`config.mk`:
```
export PLATFORM = sky130hd
export DESIGN_NAME = wssm_queue
export DESIGN_NICKNAME = d
export VERILOG_FILES = /design/src/sv/wssm_pkg.sv /design/src/sv/wssm_queue.sv
export SDC_FILE = /design/constraint.sdc
export NUM_CORES = 1
export LEC_CHECK = 0
export BUFFER_PORTS_ARGS = -buffer_cell sky130_fd_sc_hd__buf_2
export CAP_MARGIN = 20
export CORE_AREA = 2 2 64 51
export DETAILED_ROUTE_END_ITERATION = 8
export DIE_AREA = 0 0 66 53
export PLACE_DENSITY = 0.59
export SYNTH_ARGS = -nofsm -noshare
export SYNTH_HDL_FRONTEND = slang
export SYNTH_SLANG_ARGS = --single-unit
```
`constraint.sdc`:
```
create_clock -name clk_i -period 3.63 [get_ports clk_i]
set_input_delay 0.363 -clock clk_i [delete_from_list [all_inputs] [get_ports clk_i]]
set_output_delay 0.363 -clock clk_i [all_outputs]
set_load 0.02 [all_outputs]
```
`src/sv/wssm_pkg.sv`:
```
`timescale 1ns / 1ps
// wssm_pkg: shared constants, register map and state type for the working set size monitor.
// No dependencies.
package wssm_pkg;

  localparam int unsigned SHIFT_W  = 5;
  localparam int unsigned WSIZE_W  = 25;
  localparam int unsigned POS_W    = 24;
  localparam int unsigned COUNT_W  = 13;
  localparam int unsigned WIN_W    = 32;
  localparam int unsigned EPOCH_W  = 8;
  localparam int unsigned APB_AW   = 3;
  localparam int unsigned APB_DW   = 32;

  localparam logic [SHIFT_W-1:0] SHIFT_RST = SHIFT_W'(13);
  localparam logic [WSIZE_W-1:0] WSIZE_RST = WSIZE_W'(1024);
  localparam logic [COUNT_W-1:0] COUNT_MAX = {COUNT_W{1'b1}};
  localparam logic [POS_W-1:0]   POS_MAX   = {POS_W{1'b1}};

  typedef enum logic {
    REG_PAGE_SHIFT  = 1'b0,
    REG_WINDOW_SIZE = 1'b1
  } wssm_reg_e;

  typedef enum logic {
    ST_CLEAR = 1'b0,
    ST_RUN   = 1'b1
  } wssm_state_e;

endpackage

```
`src/sv/wssm_queue.sv`:
```
`timescale 1ns / 1ps
// wssm_queue: two-entry queue of page indices between front and back.
// Depends on wssm_pkg.
module wssm_queue import wssm_pkg::*; #(
  parameter int unsigned WIDTH = 12
) (
  input  logic             clk_i,
  input  logic             rst_ni,
  input  logic             push_i,
  input  logic [WIDTH-1:0] wdata_i,
  output logic             full_o,
  input  logic             pop_i,
  output logic             valid_o,
  output logic [WIDTH-1:0] rdata_o
);

  logic [WIDTH-1:0] buf_q [2];
  logic             wptr_q, rptr_q;
  logic [1:0]       cnt_q, cnt_d;

  assign full_o  = cnt_q == 2'd2;
  assign valid_o = cnt_q != 2'd0;
  assign rdata_o = buf_q[rptr_q];

  always_comb begin
    cnt_d = cnt_q;
    if (push_i && !pop_i) begin
      cnt_d = cnt_q + 2'd1;
    end else if (pop_i && !push_i) begin
      cnt_d = cnt_q - 2'd1;
    end
  end

  always_ff @(posedge clk_i or negedge rst_ni) begin
    if (!rst_ni) begin
      wptr_q <= 1'b0;
      rptr_q <= 1'b0;
      cnt_q  <= 2'd0;
    end else begin
      cnt_q <= cnt_d;
      if (push_i) begin
        wptr_q <= !wptr_q;
      end
      if (pop_i) begin
        rptr_q <= !rptr_q;
      end
    end
  end

  always_ff @(posedge clk_i) begin
    if (push_i) begin
      buf_q[wptr_q] <= wdata_i;
    end
  end

endmodule

```
Yosys cells after proc, flatten, opt, wreduce, memory -nomap -nowiden
Memories as Yosys holds them, arrays and structs flattened.
Index checks and enable logic that the tools add are counted.
{"block": "word_totals", "register_bits": 4, "ramBits": 24, "inputBits": 16, "n_memories": 1}
{"block": "op_classes", "add_sub_neg": 2, "eq_ne": 1, "mux": 4, "n_reduce_logical": 8}
{"memory": "buf_q", "words": 2, "word_bits": 12, "read_ports": 1, "rd_clocked_by_memory_dff": 0, "wr": 1, "line_no": "wssm_queue.sv:17", "source": "logic [WIDTH-1:0] buf_q [2];"}
{"op": "1-bit logical NOT", "n": 4}
{"op": "2-bit two-way mux", "n": 2}
{"op": "2-bit nonzero test", "n": 2}
{"op": "2-bit by 1-bit adder with 2-bit output (second input constant)", "n": 1}
{"op": "2-bit == test (second input constant)", "n": 1}
{"op": "1-bit logical AND", "n": 2}
{"op": "1-bit two-way mux", "n": 2}
{"op": "2-bit by 1-bit subtractor with 2-bit output (second input constant)", "n": 1}

Longest topological paths before layout
{"block": "logic_depth", "word_depth": 4, "ltp_mapped": 5}

Worst setup path before layout
OpenSTA, ideal clock, no wires.
{"block": "synth_timing", "kind": "register to register", "start": "register wptr_q", "end": "memory buf_q[0][0], enable pin", "t_arrival_ns": 0.963, "slack_ns": 2.285, "stages_incl_launch_ff": 2, "path_buffers": 0, "synth_period_minus_slack_ns": 1.345, "cell_sequence": "dfrtp_1 nor2b_1"}
{"item": "from (decl)", "line_no": "wssm_queue.sv:18", "source": "logic wptr_q, rptr_q;"}
{"item": "from (signal assigned)", "line_no": "wssm_queue.sv:42", "source": "wptr_q <= !wptr_q;"}
{"item": "to (decl)", "line_no": "wssm_queue.sv:17"}
Straight into the memory's write port.

Worst setup path after layout
{"block": "layout_timing", "start": "register rptr_q", "end": "output port rdata_o[8]"}
{"block": "layout_between", "elab_chain_len": 1}
{"item": "from (decl)", "line_no": "wssm_queue.sv:18"}
{"item": "from (signal assigned)", "line_no": "wssm_queue.sv:45", "source": "rptr_q <= !rptr_q;"}
{"item": "memory 2 x 12 bit"}
{"item": "to (decl)", "line_no": "wssm_queue.sv:14", "source": "output logic [WIDTH-1:0] rdata_o"}
No other way between the ends.

==> reports/results.txt <==
Status: finished clean
HP Class: in2reg
Worst IR Drop VDD: 0.310 mV
Via count: 539
CTS root buf: clkbuf_8
Post-Synthesis Cells: 53
Final GP Congestion: 0.588
Vias per cell: 4.31
Max capacitance violation total: 0
Post-synthesis area per instance: 20.6 sq um
IO Port Bufs: 29
DRT antenna net count: 0
Yosys warning total: 0
Hold Crit Depth: 2
Leak pwr: 0.000555 uW
Sw Share: 0.317
Ports: 30
WP data arrival: 1.66 ns
Worst-margin pin slew: 0.746 ns
RSZ-0062 raised after global routing: no
Worst Path Required: 3.27 ns
Multi-input gate area: 254 sq um
R2R Setup Slk: 2.20 ns
Worst R2R Path Depth: 2
Crit Path Category: reg2out
Synth-to-layout area growth: 23.3%
Width of the die: 66 microns
# fillers: 260
Crit path cell chain: mux2_2 > buf_2
Register share of total power: 0.490
TNS Setup: 0 ns
H-tree depth: 1
Logic gate share of total power: 0.332
Worst path max stage delay: 0.84 ns
Pin count of the biggest net entering global routing: 16
Grt ovf: 0
Hpwl dp: 1120 microns
Cts hold-fix bufs: 1
Die area: 3500 sq um
# clock sinks: 28
Remaining DRCs: 0
Sequential share of the synthesized area: 0.753
Max transition margin: 0.503
Worst setup SP type: flip-flop
Final min period: 2.03 ns
Total track usage: 0.0977
Max Slew Vio Count: 0
Pwr Density: 761 nW/um^2
Vias in the first global route: 552
Syn_nets: 70
Post-Route WL: 1610 microns
Ant diodes: 0
Register Area: 821 sq um
Hold Startpoint: pop_i
Final layout net count: 105
Clock Tree Buf Depth: 2
CTS buffer count: 3
First-pass GRT wire length: 2460 microns
Critical R2R Launch: wptr_q$_DFFE_PN0P_
Sw Pwr: 324 uW
Die Y: 53 microns
Core Rows: 17
Initial core utilization: 0.382
DP Area: 1270 sq um
Pre-antenna DRT Iters: 4
Final period utilization: 0.559
Worst Hold End: rptr_q$_DFFE_PN0P_
Setup crit end kind: primary output
Post-CTS Setup Inserts: 0
Gates resized, CTS repair: 0
Core area: 2850 sq um
Worst hold slack: 0.281 ns
Worst-path clk slew: 0.09 ns
Final instance area: 1340 sq um
Fin Clk Skew: 0.00208 ns
P_int: 698 uW
Clk_lat worst skew: 0.26 ns
Cell Area, Synth: 1090 sq um
Final setup vio count: 0
Commonest non-fill, non-tap cell in the layout: buf_2
R2R Path End: buf_q[0][10]$_DFFE_PP_
Clk network pwr share: 0.179
Layout cell share with drive strength beyond 1: 0.540
Seq cells post-synth: 28
Max Fclk: 493 MHz
Slowest stage cell, crit path: dfrtp_1
Netlist cell types: 13
Most frequent cells in the layout: buf_2 (29), edfxtp_1 (24), mux2_4 (9)
Crit-path max FO: 13
CTS tree: built
Initial antenna violation count: 0
Final Hold Viols: 0
DR WL/cell: 12.8 microns
Initial drt markers: 8
layout make-up:
cell class,instances,area share
flip-flops and latches,28,0.611
multi-input cells,23,0.189
repair buffers,31,0.121
clock buffers,4,0.0410
well taps,38,0.0354
inverters,1,0.00279
worst max path at each step:
stage / from / endpoint / slack (ns) / cells past startpoint
5_1_grt: rptr_q$_DFFE_PN0P_ / rdata_o[3] / 1.51 / 2
4_1_cts: rptr_q$_DFFE_PN0P_ / rdata_o[4] / 1.58 / 2
3_3_place_gp: push_i / buf_q[0][10]$_DFFE_PP_ / 1.86 / 2
2_1_floorplan: wptr_q$_DFFE_PN0P_ / buf_q[0][0]$_DFFE_PP_ / 2.29 / 1
3_5_place_dp: push_i / buf_q[0][10]$_DFFE_PP_ / 1.82 / 2
6_report: rptr_q$_DFFE_PN0P_ / rdata_o[8] / 1.60 / 2
synth_stat cells:
library cell  instances  area (sq um)
ha_1                  1          12.5
xnor2_1               1          8.76
inv_1                 1          3.75
and2_1                1          6.26
nor2b_1               2          12.5
or2_2                 1          6.26
buf_6                 1          11.3
dfrtp_1               4           100
edfxtp_1             24           721
mux2_2                3          33.8
mux2_4                9           135
xor2_1                4          35.0
nor2_1                1          3.75
worst max-delay path: cells and delay by family, from the launching register on:
| family | cells | cell delay, ns |
|---|---|---|
| buffers and inverters | 1 | 0.16 |
| DFF | 1 | 0.84 |
| muxes | 1 | 0.40 |
per-stage QoR:
step                utilization  setup WS (ns)  instances  power, uW
CTS                       0.469           1.58        124       1030
global route              0.471           1.51        125       1080
global placement          0.446           1.86        119        841
detailed placement        0.446           1.82        119        848
floorplan                     -           2.29         53        751
finish                    0.471           1.60        125       1020
power by group through the flow:
stage	sequential [uW]	clock [uW]	combinational [uW]
2_1_floorplan	469	0	282
3_5_place_dp	509	0	339
3_3_place_gp	505	0	336
5_1_grt	510	203	364
6_report	500	183	339
4_1_cts	502	190	341
flip-flops by register name, summed over array words and instances (netlist names):
name    flops
buf_q      24
rptr_q      1
cnt_q       2
wptr_q      1
routing by layer:
layer  GRT usage  vias to the layer above  part of all wire  routed length (microns)
li1            -                      264                 -                        -
met1       0.117                      256              0.46                      742
met2       0.167                       19              0.45                      727
met5           0                        -                 0                        0
met3      0.0468                        0             0.084                      135
met4      0.0102                        0                 0                        0
logic make-up (layout without fill, tap and decap cells):
logic type | after synthesis | count (layout) | share of synthesized area
flops | 28 | 28 | 0.753
mux | 12 | 12 | 0.155
xor+xnor | 5 | 5 | 0.0402
simple gates | 5 | 5 | 0.0264
buf+inv | 2 | 36 | 0.0138
fa+ha+maj | 1 | 1 | 0.0115
Note: power is estimated with default switching activity, not from simulation.
