$ cat src/sv/wssm_pkg.sv
`timescale 1ns / 1ps
// wssm_pkg: shared constants, register map and state type for the working set size monitor.
// No dependencies.
package wssm_pkg;

  localparam int unsigned SHIFT_W  = 5;
  localparam int unsigned WSIZE_W  = 25;
  localparam int unsigned POS_W    = 24;
  localparam int unsigned COUNT_W  = 13;
  localparam int unsigned WIN_W    = 32;
  localparam int unsigned EPOCH_W  = 8;
  localparam int unsigned APB_AW   = 3;
  localparam int unsigned APB_DW   = 32;

  localparam logic [SHIFT_W-1:0] SHIFT_RST = SHIFT_W'(13);
  localparam logic [WSIZE_W-1:0] WSIZE_RST = WSIZE_W'(1024);
  localparam logic [COUNT_W-1:0] COUNT_MAX = {COUNT_W{1'b1}};
  localparam logic [POS_W-1:0]   POS_MAX   = {POS_W{1'b1}};

  typedef enum logic {
    REG_PAGE_SHIFT  = 1'b0,
    REG_WINDOW_SIZE = 1'b1
  } wssm_reg_e;

  typedef enum logic {
    ST_CLEAR = 1'b0,
    ST_RUN   = 1'b1
  } wssm_state_e;

endpackage

$ cat src/sv/wssm_front.sv
`timescale 1ns / 1ps
// wssm_front: accepts addresses and turns them into page indices for the queue.
// Depends on wssm_pkg.
module wssm_front import wssm_pkg::*; #(
  parameter int unsigned ADDR_BITS    = 25,
  parameter int unsigned PAGE_ENTRIES = 4096
) (
  input  logic                            clk_i,
  input  logic                            rst_ni,
  input  logic [ADDR_BITS-1:0]            address_i,
  input  logic                            in_valid_i,
  output logic                            in_stall_o,
  input  logic [SHIFT_W-1:0]              page_shift_i,
  input  logic                            clearing_i,
  input  logic                            q_full_i,
  output logic                            q_push_o,
  output logic [$clog2(PAGE_ENTRIES)-1:0] q_page_o
);

  localparam int unsigned PW     = $clog2(PAGE_ENTRIES);
  localparam int unsigned SW     = (ADDR_BITS > PW) ? ADDR_BITS : PW;
  localparam bit          IsPow2 = (PAGE_ENTRIES & (PAGE_ENTRIES - 1)) == 0;

  logic [SW-1:0] shifted;

  assign shifted = SW'(address_i) >> page_shift_i;

  if (IsPow2) begin : g_mask
    assign in_stall_o = q_full_i || clearing_i;
    assign q_push_o   = in_valid_i && !in_stall_o;
    assign q_page_o   = shifted[PW-1:0];
  end else begin : g_recip
    // page = x - N * floor(x * R / 2^(SW+PW)), exact for every SW-bit x
    localparam int unsigned     PRW    = 2 * SW + PW;
    localparam longint unsigned Scale  = 64'(1) << (SW + PW);
    localparam longint unsigned RecipL =
      (Scale + 64'(PAGE_ENTRIES) - 64'(1)) / 64'(PAGE_ENTRIES);
    localparam logic [SW:0]     Recip  = (SW+1)'(RecipL);
    localparam logic [SW-1:0]   NMod   = SW'(PAGE_ENTRIES);

    logic           busy_q, busy_d;
    logic [1:0]     step_q, step_d;
    logic [SW-1:0]  sh_q, sh_d;
    logic [SW-1:0]  quot_q, quot_d;
    logic [PW-1:0]  rem_q, rem_d;
    logic [PRW-1:0] prod;
    logic [SW-1:0]  fold;
    logic           accept;

    assign in_stall_o = busy_q || clearing_i;
    assign accept     = in_valid_i && !in_stall_o;
    assign prod       = PRW'(sh_q) * PRW'(Recip);
    assign fold       = sh_q - quot_q * NMod;
    assign q_push_o   = busy_q && (step_q == 2'd0) && !q_full_i;
    assign q_page_o   = rem_q;

    always_comb begin
      busy_d = busy_q;
      step_d = step_q;
      sh_d   = sh_q;
      quot_d = quot_q;
      rem_d  = rem_q;
      if (accept) begin
        busy_d = 1'b1;
        sh_d   = shifted;
        step_d = 2'd2;
      end else if (busy_q && step_q == 2'd2) begin
        quot_d = prod[SW+PW +: SW];
        step_d = 2'd1;
      end else if (busy_q && step_q == 2'd1) begin
        rem_d  = fold[PW-1:0];
        step_d = 2'd0;
      end else if (q_push_o) begin
        busy_d = 1'b0;
      end
    end

    always_ff @(posedge clk_i or negedge rst_ni) begin
      if (!rst_ni) begin
        busy_q <= 1'b0;
        step_q <= 2'd0;
      end else begin
        busy_q <= busy_d;
        step_q <= step_d;
      end
    end

    always_ff @(posedge clk_i) begin
      sh_q   <= sh_d;
      quot_q <= quot_d;
      rem_q  <= rem_d;
    end
  end

endmodule

$ cat config.mk
export PLATFORM = sky130hd
export DESIGN_NAME = wssm_front
export DESIGN_NICKNAME = d
export VERILOG_FILES = /design/src/sv/wssm_pkg.sv /design/src/sv/wssm_front.sv
export SDC_FILE = /design/constraint.sdc
export NUM_CORES = 1
export LEC_CHECK = 0
export ABC_AREA = 1
export BUFFER_PORTS_ARGS = -buffer_cell sky130_fd_sc_hd__buf_2
export CAP_MARGIN = 30
export CORE_MARGIN = 4
export CORE_UTILIZATION = 41
export DETAILED_ROUTE_END_ITERATION = 12
export PLACE_DENSITY = 0.73
export SLEW_MARGIN = 10
export SYNTH_ARGS = -nofsm -noshare
export SYNTH_HDL_FRONTEND = slang
export SYNTH_SLANG_ARGS = --single-unit
$ cat constraint.sdc
create_clock -name vclk -period 1.7
set_input_delay 0.34 -clock vclk [all_inputs]
set_output_delay 0.34 -clock vclk [all_outputs]
set_load 0.05 [all_outputs]
======== Word level (Yosys, flattened, before mapping) ========
Cells that the tools add are included.
cells by class
  reduce and logical (&&, ||, !) cells .... 3
  shift operators ......................... 1
operators with widths
  cell                                           number
  25-bit by 5-bit >> shifter with 12-bit output  1
  1-bit logical AND                              1
  1-bit zero test                                1
  1-bit logical OR                               1
word-level totals
  input bits .............................. 35
  flip-flop bits (word level) ............. 0

======== Longest topological paths before layout ========
  depth after elaboration ................. 3
  mapped depth ............................ 11
  mapped depth without buffers ............ 9

======== Worst setup path before layout ========
Ideal clock, no wire load.
  path type ............................... input-to-output
  from .................................... in page_shift_i[0]
  to ...................................... out q_page_o[9]
  slack ................................... -0.289 ns
  arrival time ............................ 1.649 ns
  required time ........................... 1.360 ns
  stages .................................. 9
  buffers on the path ..................... 2
  cell sequence ........................... buf_6 > inv_8 > buf_6 > nand2_1 > nand3_1 > nand3_1 > nand3_1 > nand2_1 > nor2_1
on the way
  word-level cells in the longest chain between the ends .. 1
ends and longest elaborated chain
  item                                           RTL line          text
  start, declared                                wssm_front.sv:13  input logic [SHIFT_W-1:0] page_shift_i,
  25-bit by 5-bit >> shifter with 12-bit output  wssm_front.sv:26  assign shifted = SW'(address_i) >> page_shift_i;
  end, declared                                  wssm_front.sv:17  output logic [$clog2(PAGE_ENTRIES)-1:0] q_page_o
Every way passes these cells.

======== Worst setup path after layout ========
  from .................................... in page_shift_i[1]
  to ...................................... out q_page_o[11]
The elaborated chain is that of the path after synthesis.

==> summary.txt <==
Placement
  • Dpl ws: -0.288 ns
  • Placed cell areas: 1420 um^2
  • RePlAce Congestion: 0.911
  • Detailed placement HPWL: 2.86 mm
  • I/O Buffers: 47

Route
  • Vias per std cell: 5.83
  • First DRT Iteration DRCs: 179
  • Drt pass-1 iters: 7
  • Detailed-route wire length per cell: 13.4 um
  • Drt total wl: 4.16 mm
  • # DRC: 0
  • Antenna-violating nets left: 0
  • Total vias in the final route: 1813

Timing
  • Final WS setup: 0.00130 ns
  • RSZ-0062 raised after global routing: yes
  • Max-slew headroom: 83.4%
  • Fin Hold WS: 1.06 ns
  • Least-Margin Pin Slew: 0.250 ns
  • Max Freq: 589 MHz
  • Final period util: 99.9%
  • Final setup violation count: 0
  • Final hold violation count: 0
  • Fin crit period: 1.70 ns
  • Slew Viols, Final: 0

Final layout
  • Sequential cells: 0
  • Final Cell Area: 1650 um^2
  • Fillcell total: 247
  • Inserted Diodes: 0
  • # clk buffers: 0
  • Fraction of layout cells with a size suffix above 1: 32.7%
  • Nets@finish: 318
  • Multi-input logic area: 1030 um^2
  • Layout area overhead: 46.1%
  • Sequential cell area: 0 um^2

Power and ir drop
  • LEAKAGE: 0.866 nW
  • Power Dens Cells: 368 nW/um^2
  • VDD IR max: 0.315 mV
  • Overall Power: 606 uW

Run
  • Max-Cap Viols: 0

Global route
  • Largest net degree at the start of global routing: 27
  • Total grt overflow: 0
  • Vias in the first global route: 1428
  • Total Routing Usage GR: 19.9%
  • Antenna violations before repair: 0
  • First-pass GRT wire length: 5.98 mm

Min path
  • Min-Delay Path Class: primary input to output port

Logic synthesis
  • Synth unique cells: 18
  • Synth Instances: 234
  • Area leader, netlist: nand3_1
  • Cell Area, Synth: 1130 um^2
  • Sequential area share after synthesis: 0%
  • Warnings, synthesis: 0
  • Syn nets: 269
  • Syn Area/Cell: 4.82 um^2
  • Top cells by area, synth: nand3_1 (51%), nand2_1 (23%), nand2_2 (4.4%), buf_6 (4.0%), buf_2 (3.5%)
  • Yosys top cell area share: 50.6%

Setup path
  • Critical path type: primary input to output port
  • Crit path DAT: 1.36 ns
  • CP required: 1.36 ns
  • CP Capture Type: output port
  • Worst Path Max Fanout: 12
  • Crit start category: primary input

Floorplan
  • Row cnt: 18
  • Die width: 60.5 um
  • Core Region: 2540 um^2
  • Die ar.: 3660 um^2
  • Die height: 60.5 um
  • Initial Utilization: 44.3%
  • I/O pin total: 49

Run status
  • Status: finished clean
==> power by group <==
group	total (mW)	switching [mW]	internal, mW
sequential	0	0	0
combinational	0.606	0.381	0.225
clock	0	0	0
total	0.606	0.381	0.225
==> logic make-up (layout without fill, tap and decap cells) <==
family	after synthesis	after routing	share of synthesized area (%)
and+or+nand+nor	203	203	82.4
buffers and inverters	26	73	15.2
AOI/OAI and AO/OA	5	5	2.44
==> layer usage <==
layer | vias up | track usage, % | wire length, um
li1 | 903 | - | -
met1 | 786 | 30.2 | 1610
met2 | 116 | 33.2 | 2000
met5 | - | 0 | 0
met3 | 8 | 0 | 479
met4 | 0 | 1.24 | 65
==> what timing repair did <==
| item | 4_1_cts | 5_1_grt |
|---|---|---|
| gates resized for setup | 17 | 31 |
| pin swaps | 0 | 3 |
| endpoints found under the setup margin | 12 | 12 |
| buffers inserted | 0 | 0 |
| cloned | 0 | 4 |
| hold buffers | 0 | 0 |
==> path summary, 6_finish.rpt <==
path | from | end | slack (ns) | cells past startpoint
worst min-delay path | in_valid_i | q_push_o | 1.06 | 4
worst max-delay path | page_shift_i[1] | q_page_o[11] | 0.001 | 8
==> cells in the final DEF, fill, tap and decap left out <==
master / Yosys / routed
clkinv_8: 0 / 1
nand3_1: 114 / 109
nand2_2: 8 / 10
buf_12: 1 / 2
buf_4: 2 / 19
inv_6: 0 / 1
inv_1: 7 / 7
nand4_1: 1 / 1
buf_6: 4 / 4
clkbuf_16: 0 / 2
or2_2: 1 / 1
a21oi_1: 1 / 1
o211ai_1: 1 / 1
o21ai_4: 0 / 1
clkinv_16: 0 / 1
nand3_2: 0 / 5
nand2_1: 69 / 67
buf_2: 8 / 33
nor2_1: 10 / 3
o21ai_2: 0 / 2
nor2_4: 0 / 2
inv_8: 1 / 1
buf_16: 0 / 1
buf_8: 0 / 1
nor2_2: 0 / 5
==> per-stage QoR <==
| step | utilization, % | cells | setup TNS [ns] |
|---|---|---|---|
| after floorplan | - | 234 | -0.0743 |
| after global placement | 55.7 | 307 | -2.78 |
| after detailed placement | 55.7 | 307 | -2.86 |
| after CTS | 57.6 | 307 | -0.000491 |
| after global routing | 64.8 | 311 | -0.121 |
| final | 64.8 | 311 | 0 |
==> cells in the mapped netlist <==
cell type  count
nand3_1      114
nand2_1       69
nor2_1        10
buf_2          8
nand2_2        8
inv_1          7
buf_6          4
o21ai_1        3
buf_4          2
a21oi_1        1
buf_1          1
buf_12         1
clkbuf_1       1
inv_4          1
inv_8          1
nand4_1        1
o211ai_1       1
or2_2          1
==> area by class of cell <==
class                      instances  share of cell area, %
multi-input combinational        208                   62.7
timing repair buffer              62                   29.4
inverter                           9                   4.40
tap                               30                   2.28
timing repair inverter             2                   1.21
==> critical path: stages <==
cell and delay (ns):
buf_8 0.13, buf_12 0.14, nand3_1 0.12, nand3_1 0.14
nand2_1 0.09, o21ai_2 0.18, nor2_4 0.04, buf_4 0.18
Note: power is estimated with default switching activity, not from simulation.
